**config.mk**
```make
export PLATFORM = sky130hd
export DESIGN_NAME = gbs_div
export DESIGN_NICKNAME = d
export VERILOG_FILES = /design/src/design/gbs_pkg.sv /design/src/design/gbs_div.sv
export SDC_FILE = /design/constraint.sdc
export NUM_CORES = 1
export LEC_CHECK = 0
export ABC_AREA = 1
export BUFFER_PORTS_ARGS = -buffer_cell sky130_fd_sc_hd__buf_2
export CAP_MARGIN = 10
export CORE_MARGIN = 5
export CORE_UTILIZATION = 55
export CTS_CLUSTER_DIAMETER = 30
export DETAILED_ROUTE_END_ITERATION = 7
export PLACE_DENSITY = 0.83
export SYNTH_ARGS = -nofsm -noshare
export SYNTH_HDL_FRONTEND = slang
export SYNTH_SLANG_ARGS = --single-unit
```
**constraint.sdc**
```tcl
create_clock -name clk -period 3.5 [get_ports clk]
set_input_delay 0.7 -clock clk [delete_from_list [all_inputs] [get_ports clk]]
set_output_delay 0.7 -clock clk [all_outputs]
set_load 0.02 [all_outputs]
```
**src/design/gbs_pkg.sv**
```systemverilog
// ----------------------------------------------------------------------------
// gbs_pkg
// shared sizes for the gini best split search block
// ----------------------------------------------------------------------------
package gbs_pkg;

  localparam int MAX_SAMPLES = 1024;
  localparam int CLASSES     = 16;

  localparam int VAL_W  = 32;
  localparam int CLS_W  = 4;
  localparam int ENT_W  = VAL_W + CLS_W;
  localparam int ADDR_W = $clog2(MAX_SAMPLES);
  localparam int CNT_W  = $clog2(MAX_SAMPLES + 1);
  localparam int CIDX_W = (CLASSES > 1) ? $clog2(CLASSES) : 1;
  localparam int SQ_W   = 2 * CNT_W;
  localparam int FRAC   = 31;
  localparam int NUM_W  = SQ_W + FRAC;
  localparam int IMP_W  = 32;
  localparam int GS_W   = IMP_W + 1;
  localparam int DCNT_W = $clog2(NUM_W + 1);

  localparam logic [VAL_W-1:0] SIGN_BIAS = {1'b1, {(VAL_W-1){1'b0}}};
  localparam int               Q_ONE     = 65536;

endpackage

```
**src/design/gbs_div.sv**
```systemverilog
// ----------------------------------------------------------------------------
// gbs_div
// restoring divider, one quotient bit per cycle
// ----------------------------------------------------------------------------
module gbs_div (
  input  logic                      clk,
  input  logic                      rst_n,
  input  logic                      start,
  input  logic [gbs_pkg::NUM_W-1:0] num,
  input  logic [gbs_pkg::SQ_W-1:0]  den,
  output logic                      done,
  output logic [gbs_pkg::NUM_W-1:0] quo
);

  logic [gbs_pkg::SQ_W-1:0]   rem_r, rem_nxt;
  logic [gbs_pkg::NUM_W-1:0]  quo_r, quo_nxt;
  logic [gbs_pkg::SQ_W-1:0]   den_r, den_nxt;
  logic [gbs_pkg::DCNT_W-1:0] cnt_r, cnt_nxt;
  logic                       busy_r, busy_nxt;
  logic                       done_r, done_nxt;
  logic [gbs_pkg::SQ_W:0]     trial;
  logic [gbs_pkg::SQ_W:0]     diff;

  always_comb begin
    trial    = {rem_r, quo_r[gbs_pkg::NUM_W-1]};
    diff     = trial - {1'b0, den_r};
    rem_nxt  = rem_r;
    quo_nxt  = quo_r;
    den_nxt  = den_r;
    cnt_nxt  = cnt_r;
    busy_nxt = busy_r;
    done_nxt = 1'b0;
    if (start) begin
      rem_nxt  = '0;
      quo_nxt  = num;
      den_nxt  = den;
      cnt_nxt  = gbs_pkg::DCNT_W'(gbs_pkg::NUM_W);
      busy_nxt = 1'b1;
    end else if (busy_r) begin
      if (!diff[gbs_pkg::SQ_W]) begin
        rem_nxt = diff[gbs_pkg::SQ_W-1:0];
        quo_nxt = {quo_r[gbs_pkg::NUM_W-2:0], 1'b1};
      end else begin
        rem_nxt = trial[gbs_pkg::SQ_W-1:0];
        quo_nxt = {quo_r[gbs_pkg::NUM_W-2:0], 1'b0};
      end
      cnt_nxt = cnt_r - 1'b1;
      if (cnt_r == gbs_pkg::DCNT_W'(1)) begin
        busy_nxt = 1'b0;
        done_nxt = 1'b1;
      end
    end
  end

  always_ff @(posedge clk) begin
    if (!rst_n) begin
      busy_r <= 1'b0;
      done_r <= 1'b0;
      cnt_r  <= '0;
    end else begin
      busy_r <= busy_nxt;
      done_r <= done_nxt;
      cnt_r  <= cnt_nxt;
    end
    rem_r <= rem_nxt;
    quo_r <= quo_nxt;
    den_r <= den_nxt;
  end

  assign done = done_r;
  assign quo  = quo_r;

endmodule

```
==> impl_results.md, run 1 <==
* Gpl congestion at 0.9249
* CTS tree: yes
* Die width at 114.2 um
* Cell taking the most area after synthesis: edfxtp_1
* Antenna-violating nets left at 0
* Worst R2R Start: quo[52]
* Final Setup Violations at 0
* First-iteration detailed-routing DRC count at 317
* Drt total wl at 13.71 mm
* Outcome: finished, final reports clean
* Fin Setup TNS at 0 ps
* Ports at 132
* Antenna diodes at 0
* Setup CP Type: flop to flop
* Sequential share of the synthesized area at 0.4776
* Mapped Cells at 792
* Largest net degree at the start of global routing at 56
* Leak at 3.738 nW
* Yosys warnings at 0
* Final nets at 1023
* Unrepaired setup endpoints after global routing: false
* Final setup margin at 1064 ps
* GRT met3 Usage at 0.07717
* Clock-pin slew on the worst setup and hold paths at 100 ps
* PwrDens at 394.7 mW/mm^2
* Yosys cell types at 35
* Avg WL per Cell at 12.87 um
* Top cells by area, synth: edfxtp_1 38%, nand2_1 23%, dfxtp_1 10%
* Post-CTS setup buffer count at 0
* Initial Util at 0.5559
* Max-slew violations at 0
* Routed vias at 5183
* Share of the synthesized area in the top cell type at 0.3770
* HPWL after DPL at 10.28 mm
* CTS Sinks at 105
* Die area at 0.01305 mm^2
* R2R cell count at 14
* H-Tree Depth at 3
* Global-route wire length before repair at 22.54 mm
* FF-to-FF setup slack at 1060 ps
* Share of cells above drive strength 1 at 0.1968
* Vias per cell at 4.867
* Least-Margin Pin Slew at 868.0 ps
* Row count at 38
* Syn nets at 895
* Die H at 114.2 um
* CP Launch Type: flop
* Final min period at 2436 ps
* Number of cells upsized or downsized after cts at 0
* Aggregate global-route resource usage at 0.2175
* Worst Setup SP: quo[52]
* Root Driver: clkbuf_8
* Crit end category: flop
* Critical path arrival at 2720 ps
* Worst skew pair latency at 380 ps
* Placed cells at 1049
* Crit share post-route at 0.6959
* Number of CTS-inserted buffers at 9
* Worst vdd ir at 0.2670 mV
* GRT busiest layer: met2
* Relative slew slack at 0.4205
* Critical Path Sink: rem_r[1]
* Final hold viol count at 0
* Met2 GRT Util at 0.3634
* DRT Pass-1 Iters at 4
* Layout area overhead at 16.32%
* FMAX at 0.4105 GHz
* Port-buffer cells at 131
* Post-Route Skew at 6.286 ps
* # DRC at 0
* Number of global-route vias before repair at 4982
* Hold Crit Class: flop to flop
* Fillers at 986
* GR Overflow Total at 0
* Worst slack, placed at 1074 ps
* Critical path fanouts, max at 23
* Critical Path RT at 3790 ps
* Reg-to-reg endpoint: rem_r[1]
* Max cap viols at 0
* Post-Syn Area at 0.005973 mm^2
* Final non-filler cell total at 1065
* Core area at 0.01075 mm^2
* Cts hold-fix bufs at 0
* Max clock buf depth at 2
* Register bit total from synthesis at 105
* Avg Inst Size Synth at 7.542 um^2
* Initial antenna violation count at 0
* Grt met1 use at 0.2643
==> layout make-up <==
cell class | count | area, um^2 | area share
clock buffer | 11 | 141.4 | 0.02035
clock inverter | 5 | 61.31 | 0.008824
inverter | 124 | 465.4 | 0.06699
multi-input combinational | 543 | 2551 | 0.3672
sequential | 105 | 2853 | 0.4106
tap | 140 | 175.2 | 0.02521
timing repair buffer | 137 | 700.7 | 0.1008
==> power by group <==
part           total [mW]  switching, mW  internal [mW]
Clock               0.784          0.428          0.356
Combinational       0.461          0.303          0.158
Sequential           1.50         0.0522           1.44
Total                2.74          0.784           1.96
==> registers in the layout (all words and copies together), names as in the netlist <==
name    cells
busy_r      1
cnt_r       6
rem_r      22
den_r      22
quo        53
done        1
==> worst min path at each step <==
stage / start / endpoint / cells past startpoint
final: rem_r[15] / rem_r[15] / 2
after global routing: den[10] / den_r[10] / 1
after CTS: den[0] / den_r[0] / 1
after detailed placement: rem_r[1] / rem_r[1] / 2
after global placement: rem_r[1] / rem_r[1] / 2
after floorplan: cnt_r[5] / cnt_r[5] / 2
==> Yosys cell counts <==
| master | count |
|---|---|
| inv_1 | 119 |
| o21ai_1 | 6 |
| a31oi_1 | 1 |
| clkbuf_1 | 14 |
| buf_8 | 1 |
| xnor2_1 | 12 |
| o31ai_1 | 1 |
| nor2_2 | 3 |
| nand3b_1 | 3 |
| nor3_1 | 4 |
| nand2_4 | 1 |
| o21bai_1 | 2 |
| xor2_1 | 2 |
| clkinv_1 | 1 |
| fa_1 | 1 |
| a211oi_1 | 1 |
| buf_2 | 2 |
| nor2_4 | 1 |
| buf_1 | 1 |
| nand3_2 | 1 |
| or2_1 | 1 |
| buf_6 | 2 |
| a21oi_2 | 2 |
| inv_2 | 4 |
| nand4_1 | 5 |
| nand2_1 | 363 |
| nor2_1 | 35 |
| nand4_2 | 1 |
| nand2_2 | 17 |
| o21ai_0 | 3 |
| nand3_1 | 39 |
| dfxtp_1 | 30 |
| a21oi_1 | 14 |
| ha_1 | 24 |
| edfxtp_1 | 75 |
==> per-stage QoR <==
stage	cell area, um^2	total power [mW]	utilization	hold WS, ps
after floorplan	5973	1.808	-	448.4
after global placement	6745	1.976	0.6277	460.2
after detailed placement	6745	1.985	0.6277	464.1
after CTS	6948	2.763	0.6466	466.4
after global routing	6948	2.878	0.6466	450.3
final	6948	2.742	0.6466	479.8
==> worst max-delay path, cell delays in order (launching register included) <==
cell and delay, ps:
edfxtp_1 400, inv_1 100, ha_1 140, inv_1 70, fa_1 420, nand2_1 80, nand2_1 70, nand3_1 90
nand2_2 90, nand2_2 100, nand4_1 110, nand2_2 380, nand2_1 120, nand3_1 110, nand2_1 50
==> kinds of logic after synthesis <==
logic type,count (synthesis),share of synthesized area
AOI/OAI and AO/OA,30,0.02828
xor gates and xnor gates,14,0.02053
adders and majority gates,25,0.05362
buffers and inverters,144,0.09531
DFF,105,0.4776
and+or+nand+nor,474,0.3247
==> placed cells by master, fill, tap and decap left out <==
cell        instances
nor2_1             35
a31oi_1             1
or2_1               1
nand4_2             1
dfxtp_1            30
nand3_1            39
nand4_1             5
a21oi_2             2
o31ai_1             1
clkbuf_8           10
edfxtp_1           75
nor3_1              4
o21bai_1            2
fa_1                1
a211oi_1            1
o21ai_1             6
inv_2               5
nor2_2              3
xor2_1              2
o21ai_0             3
nand2_1           363
nor2_4              1
xnor2_1            12
clkinv_1            2
nand3b_1            3
inv_6               1
inv_8               1
bufinv_16           1
inv_1             118
a21oi_1            14
nand2_2            17
clkinvlp_4          1
nand2_4             1
clkbuf_1            1
buf_2             131
ha_1               24
buf_4               6
nand3_2             1
==> layer usage <==
layer / up-vias / wire length, um / part of all wire
li1: 2694 / - / -
met1: 2304 / 6016 / 0.44
met2: 166 / 6424 / 0.47
met3: 19 / 1075 / 0.078
met4: 0 / 192 / 0.014
met5: - / 0 / 0
(Power assumes the default switching activity.)
==> run 2: changes to the inputs <==
CORE_UTILIZATION = 50   (was 55)
PLACE_DENSITY = 0.79   (was 0.83)
clock period = 2 ns   (was 3.5 ns; I/O delays follow)
==> run 2 against run 1 <==
Against the previous run: the flow now finishes with violations (setup timing); combinational power grew 95%; sequential cell count did not move; routed wire length rose by 11%; critical path depth is 1 higher; critical path type unchanged; sequential share of layout area fell by 3.3 points; sequential power is 75% higher; fmax grew 11%; register-to-register slack lost 1300 ps.
==> impl_results.md, run 2 (synthesis gave the netlist of run 1 again) <==
* Root Driver: clkbuf_16 (was clkbuf_8)
* R2R cell count at 15 (was 14)
* Antenna diodes at 0 (unchanged)
* Unrepaired setup endpoints after global routing: true (was false)
* Outcome: complete, but fails checks (was finished, final reports clean)
* Hold Crit Class: input port to flop (was flop to flop)
* Max layer used: met4 (unchanged)
* Clock-pin slew on the worst setup and hold paths at 70 ps (was 100 ps)
* H-Tree Depth at 3 (unchanged)
* Setup CP Type: flop to flop (unchanged)
* FMAX at 0.4547 GHz (was 0.4105 GHz)
* GR Overflow Total at 0 (unchanged)
* Leak at 4.016 nW (was 3.738 nW)
* Largest net degree at the start of global routing at 59 (was 56)
* Routed vias at 5461 (was 5183)
* Final min period at 2199 ps (was 2436 ps)
* Final nets at 1058 (was 1023)
* Layout area overhead at 26.56% (was 16.32%)
* Met2 wire len at 7.146 mm (was 6.424 mm)
* Failing checks: setup timing
* Max-slew violations at 0 (unchanged)
* Global-route wire length before repair at 24.28 mm (was 22.54 mm)
* Avg WL per Cell at 13.69 um (was 12.87 um)
* Routed length on met1 at 6.356 mm (was 6.016 mm)
* CTS Sinks at 105 (unchanged)
* CP Launch Type: flop (unchanged)
* Core area at 0.01186 mm^2 (was 0.01075 mm^2)
* Crit end category: flop (unchanged)
* Row count at 40 (was 38)
* CTS tree: yes (unchanged)
* DRT Pass-1 Iters at 5 (was 4)
* PwrDens at 698.8 mW/mm^2 (was 394.7 mW/mm^2)
* Max reg flops at 53 (unchanged)
* Gpl congestion at 0.9075 (was 0.9249)
* Number of CTS-inserted buffers at 9 (unchanged)
* Die area at 0.01423 mm^2 (was 0.01305 mm^2)
* Worst vdd ir at 0.5582 mV (was 0.2670 mV)
* First-iteration detailed-routing DRC count at 316 (was 317)
* Aggregate global-route resource usage at 0.2094 (was 0.2175)
* Worst skew pair latency at 340 ps (was 380 ps)
* Final hold viol count at 0 (unchanged)
* Port-buffer cells at 131 (unchanged)
* Die H at 119.3 um (was 114.2 um)
* Ports at 132 (unchanged)
* Max cap viols at 0 (unchanged)
* Post-Route Skew at 5.330 ps (was 6.286 ps)
* # DRC at 0 (unchanged)
* Worst slack, placed at -141.3 ps (was 1074 ps)
* Total power at 5.283 mW (was 2.742 mW)
* Number of global-route vias before repair at 5233 (was 4982)
* Vias per cell at 4.933 (was 4.867)
* Metal3 WL at 1.404 mm (was 1.075 mm)
* WHS at 229.2 ps (was 479.8 ps)
* Initial Util at 0.5036 (was 0.5559)
* Critical path arrival at 2430 ps (was 2720 ps)
* Most common cell after layout, fill and taps aside: nand2_1 (unchanged)
* Max clock buf depth at 2 (unchanged)
* Layout Utilization at 0.6373 (was 0.6466)
* Most frequent cells in the layout: 352 x nand2_1, 131 x buf_2, 116 x inv_1, 75 x edfxtp_1 (was 363 x nand2_1, 131 x buf_2, 118 x inv_1, 75 x edfxtp_1, 39 x nand3_1)
* Die width at 119.3 um (was 114.2 um)
* Final Setup Violations at 23 (was 0)
* Final setup margin at -199.4 ps (was 1064 ps)
* Worst hold path depth at 1 (was 2)
* Drt total wl at 15.15 mm (was 13.71 mm)
* Relative slew slack at 0.7815 (was 0.4205)
* HPWL after DPL at 11.37 mm (was 10.28 mm)
* Initial antenna violation count at 0 (unchanged)
* Antenna-violating nets left at 0 (unchanged)
* Critical path fanouts, max at 5 (was 23)
* Least-Margin Pin Slew at 325.6 ps (was 868.0 ps)
* Share of cells above drive strength 1 at 0.2542 (was 0.1968)
* Crit share post-route at 1.100 (was 0.6959)
* Critical Path RT at 2230 ps (was 3790 ps)
## run 2: cell type report
| class | instances | area, um^2 |
|---|---|---|
| fill | 1001 | 4302 |
| sequential | 105 | 2853 |
| multi-input combinational | 543 | 2674 |
| timing repair buffer | 172 | 1086 |
| inverter | 124 | 469.2 |
| clock buffer | 10 | 229.0 |
| tap | 147 | 183.9 |
| clock inverter | 6 | 65.06 |
## run 2: final timing paths
check | startpoint | to | slack [ps]
setup / recovery | quo[52] | rem_r[17] | -200
hold / removal | den[2] | den_r[2] | 230
setup reg to reg | quo[52] | rem_r[17] | -200
hold reg to reg | rem_r[9] | rem_r[9] | 470
## run 2: what timing repair did
action	CTS	global route
cloned	0	2
setup buffers	1	2
hold buffers	0	0
resized for setup	1	27
endpoints found under the setup margin	23	23
pin swaps	1	23
## run 2: metal layers
layer,GRT usage,vias up
met4,0.06013,0
met1,0.2629,2466
met5,0,-
met3,0.05983,21
met2,0.3525,197
li1,-,2777
## run 2: where the power goes
group / leakage (nW) / switching, mW / total (mW) / internal, mW
clock: 0.143 / 0.786 / 1.76 / 0.976
sequential: 1.00 / 0.0909 / 2.62 / 2.53
combinational: 2.87 / 0.563 / 0.900 / 0.337
total: 4.02 / 1.44 / 5.28 / 3.84
## run 2: metrics by stage
stage / TNS, ps / std cells / cell area (um^2)
after floorplan: -4405 / 792 / 6006
after global placement: -729.3 / 1086 / 7089
after detailed placement: -2567 / 1086 / 7089
after CTS: -2982 / 1103 / 7391
after global routing: -6113 / 1107 / 7560
final: -3873 / 1107 / 7560
## run 2: worst max-delay path: stages, from the launching register on
cell       delay (ps)
edfxtp_1          410
inv_2             100
ha_4              120
inv_2              40
fa_2              370
nand2_2            70
nand2_2            60
nand3_2            80
nand2_4            70
nand2_4            90
nand3_2           100
nand2_2           100
nand2_4           110
clkbuf_16         180
nor2_1            100
o21ai_1            70
==> run 3: changes to the inputs <==
PLACE_DENSITY = 0.82   (was 0.79)
==> run 3 against run 2 <==
Against the previous run: the flow still finishes with violations (setup timing); highest routed layer unchanged; critical path depth decreased by 2; clock power increased by 5%; critical endpoint is now quo[0]; via count increased by 0.62%; total power increased by 1.4%; sequential power about the same; largest power group unchanged; first-iteration DRC count increased by 1.9%; non-clock buffer count increased by 6; combinational power about the same.
==> impl_results.md, run 3 (synthesis gave the netlist of run 1 again) <==
* Critical Path RT at 2100 ps (was 2230 ps)
* Logic gate share of total power at 0.168 (was 0.170)
* First-iteration detailed-routing DRC count at 322 (was 316)
* Placed cells at 1092 (was 1086)
* Vias per cell at 4.937 (was 4.933)
* FMAX at 0.4674 GHz (was 0.4547 GHz)
* Clock-pin slew on the worst setup and hold paths at 80 ps (was 70 ps)
* Max cap viols at 0 (unchanged)
* Critical path arrival at 2240 ps (was 2430 ps)
* Largest net degree at the start of global routing at 54 (was 59)
* Die H at 119.3 um (unchanged)
* Port-buffer cells at 131 (unchanged)
* Final hold viol count at 0 (unchanged)
* Post-Route Skew at 8.798 ps (was 5.330 ps)
* Worst skew pair latency at 350 ps (was 340 ps)
* Reg power frac at 0.489 (was 0.496)
* PwrDens at 713.3 mW/mm^2 (was 698.8 mW/mm^2)
* Buf+Inv Stages, Crit Path at 3 (unchanged)
* Share of cells above drive strength 1 at 0.2588 (was 0.2542)
* Failing checks: setup timing (unchanged)
* HPWL after DPL at 11.39 mm (was 11.37 mm)
* Relative slew slack at 0.6663 (was 0.7815)
* Worst vdd ir at 0.6633 mV (was 0.5582 mV)
* Row count at 40 (unchanged)
* Critical path depth in cells at 13 (was 15)
* Worst slack, placed at -117.1 ps (was -141.3 ps)
* Final setup margin at -139.4 ps (was -199.4 ps)
* # DRC at 0 (unchanged)
* Unrepaired setup endpoints after global routing: true (unchanged)
* Aggregate global-route resource usage at 0.2158 (was 0.2094)
* Antenna diodes at 0 (unchanged)
* Critical path fanouts, max at 6 (was 5)
* CTS Sinks at 105 (unchanged)
* Max reg flops at 53 (unchanged)
* CP most frequent cell: nand2_2
* Most common cell after layout, fill and taps aside: nand2_1 (unchanged)
* Final min period at 2139 ps (was 2199 ps)
* Initial antenna violation count at 0 (unchanged)
* Final non-filler cell total at 1113 (was 1107)
* Crit-path slowest cell: edfxtp_1 (unchanged)
* Routed vias at 5495 (was 5461)
* Root Driver: clkbuf_16 (unchanged)
* Initial Util at 0.5036 (unchanged)
* Avg WL per Cell at 13.72 um (was 13.69 um)
* Most frequent cells in the layout: 347 x nand2_1, 131 x buf_2, 116 x inv_1, 75 x edfxtp_1, 41 x buf_4 (was 352 x nand2_1, 131 x buf_2, 116 x inv_1, 75 x edfxtp_1)
* CTS tree: yes (unchanged)
* Number of CTS-inserted buffers at 9 (unchanged)
* Slowest stage delay, CP at 410 ps (about the same)
* H-Tree Depth at 3 (unchanged)
* Core area at 0.01186 mm^2 (unchanged)
* Leak at 4.009 nW (was 4.016 nW)
* Psw at 1.494 mW (was 1.440 mW)
* Antenna-violating nets left at 0 (unchanged)
* CP Cell Sequence: inv_2 > ha_4 > inv_4 > fa_2 > nand2_2 > nand2_2 > nand3_2 > nand2_2 > nand2_4 > nand4_1 > nand2_4 > buf_6 > o21ai_2 (was inv_2 > ha_4 > inv_2 > fa_2 > nand2_2 > nand2_2 > nand3_2 > nand2_4 > nand2_4 > nand3_2 > nand2_2 > nand2_4 > clkbuf_16 > nor2_1 > o21ai_1)
* Max-slew violations at 0 (unchanged)
* DRT Pass-1 Iters at 5 (unchanged)
* Setup CP Type: flop to flop (unchanged)
* Cts hold-fix bufs at 0 (unchanged)
* Fillers at 1038 (was 1001)
* Clk network pwr share at 0.343 (was 0.334)
* Final Setup Violations at 23 (unchanged)
* Switching Share at 0.2789 (was 0.2726)
* Hold Crit Class: input port to flop (unchanged)
* Die area at 0.01423 mm^2 (unchanged)
* Internal at 3.865 mW (was 3.843 mW)
* Die width at 119.3 um (unchanged)
* Drt total wl at 15.28 mm (was 15.15 mm)
* WHS at 216.8 ps (was 229.2 ps)
* GR Overflow Total at 0 (unchanged)
* Final nets at 1064 (was 1058)
* CP Launch Type: flop (unchanged)
* R2R cell count at 13 (was 15)
* Layout Utilization at 0.6334 (was 0.6373)
* Global-route wire length before repair at 24.94 mm (was 24.28 mm)
* Crit share post-route at 1.070 (was 1.100)
* Gpl congestion at 0.8809 (was 0.9075)
* Max clock buf depth at 2 (unchanged)
* Worst hold path depth at 1 (unchanged)
* Number of global-route vias before repair at 5390 (was 5233)
* Outcome: complete, but fails checks (unchanged)
* Layout area overhead at 25.79% (was 26.56%)
* Least-Margin Pin Slew at 500.6 ps (was 325.6 ps)
* Ports at 132 (unchanged)
* Worst path top cell family by delay: simple AND/OR/NAND/NOR gates (unchanged)
* Crit end category: flop (unchanged)
## run 3: layout make-up
| class | instances | area [um^2] | area share |
|---|---|---|---|
| Tap cell | 147 | 183.9 | 0.02448 |
| Inverter | 124 | 471.7 | 0.06278 |
| Clock inverter | 5 | 70.07 | 0.009326 |
| Multi-Input combinational cell | 543 | 2654 | 0.3532 |
| Sequential cell | 105 | 2853 | 0.3797 |
| Clock buffer | 11 | 232.7 | 0.03097 |
| Timing Repair Buffer | 178 | 1049 | 0.1396 |
## run 3: final timing paths
path	start	to	slack, ps
worst max-delay path	quo[52]	quo[0]	-140
worst min-delay path	den[15]	den_r[15]	220
worst max register to register	quo[52]	quo[0]	-140
worst min register to register	rem_r[2]	rem_r[2]	480
## run 3: what timing repair did
item                                    4_1_cts  5_1_grt
buffers inserted                              1        3
pin swaps                                     2       17
endpoints found under the setup margin       23       23
gates cloned                                  0        1
gates resized for setup                       7       25
## run 3: per-stage QoR
stage / TNS [ps] / total power [mW] / area (um^2)
final: -2639 / 5.359 / 7513
after global routing: -5484 / 5.591 / 7513
after CTS: -1277 / 5.384 / 7406
after detailed placement: -2235 / 3.541 / 7072
after global placement: -107.6 / 3.525 / 7072
after floorplan: -4405 / 3.168 / 6006
## run 3: metal layers
metal / share of wire / global-route usage / up-vias
met1: 0.41 / 0.2682 / 2486
met4: 0.015 / 0.05225 / 0
met3: 0.091 / 0.06933 / 21
li1: - / - / 2788
met5: 0 / 0 / -
met2: 0.48 / 0.3656 / 200
## run 3: power by group through the flow
stage	combinational (mW)	sequential [mW]	clock (mW)
floorplan	0.378	2.79	0
global placement	0.865	2.66	0
detailed placement	0.882	2.66	0
CTS	0.892	2.62	1.87
global route	0.998	2.64	1.95
finish	0.902	2.62	1.84
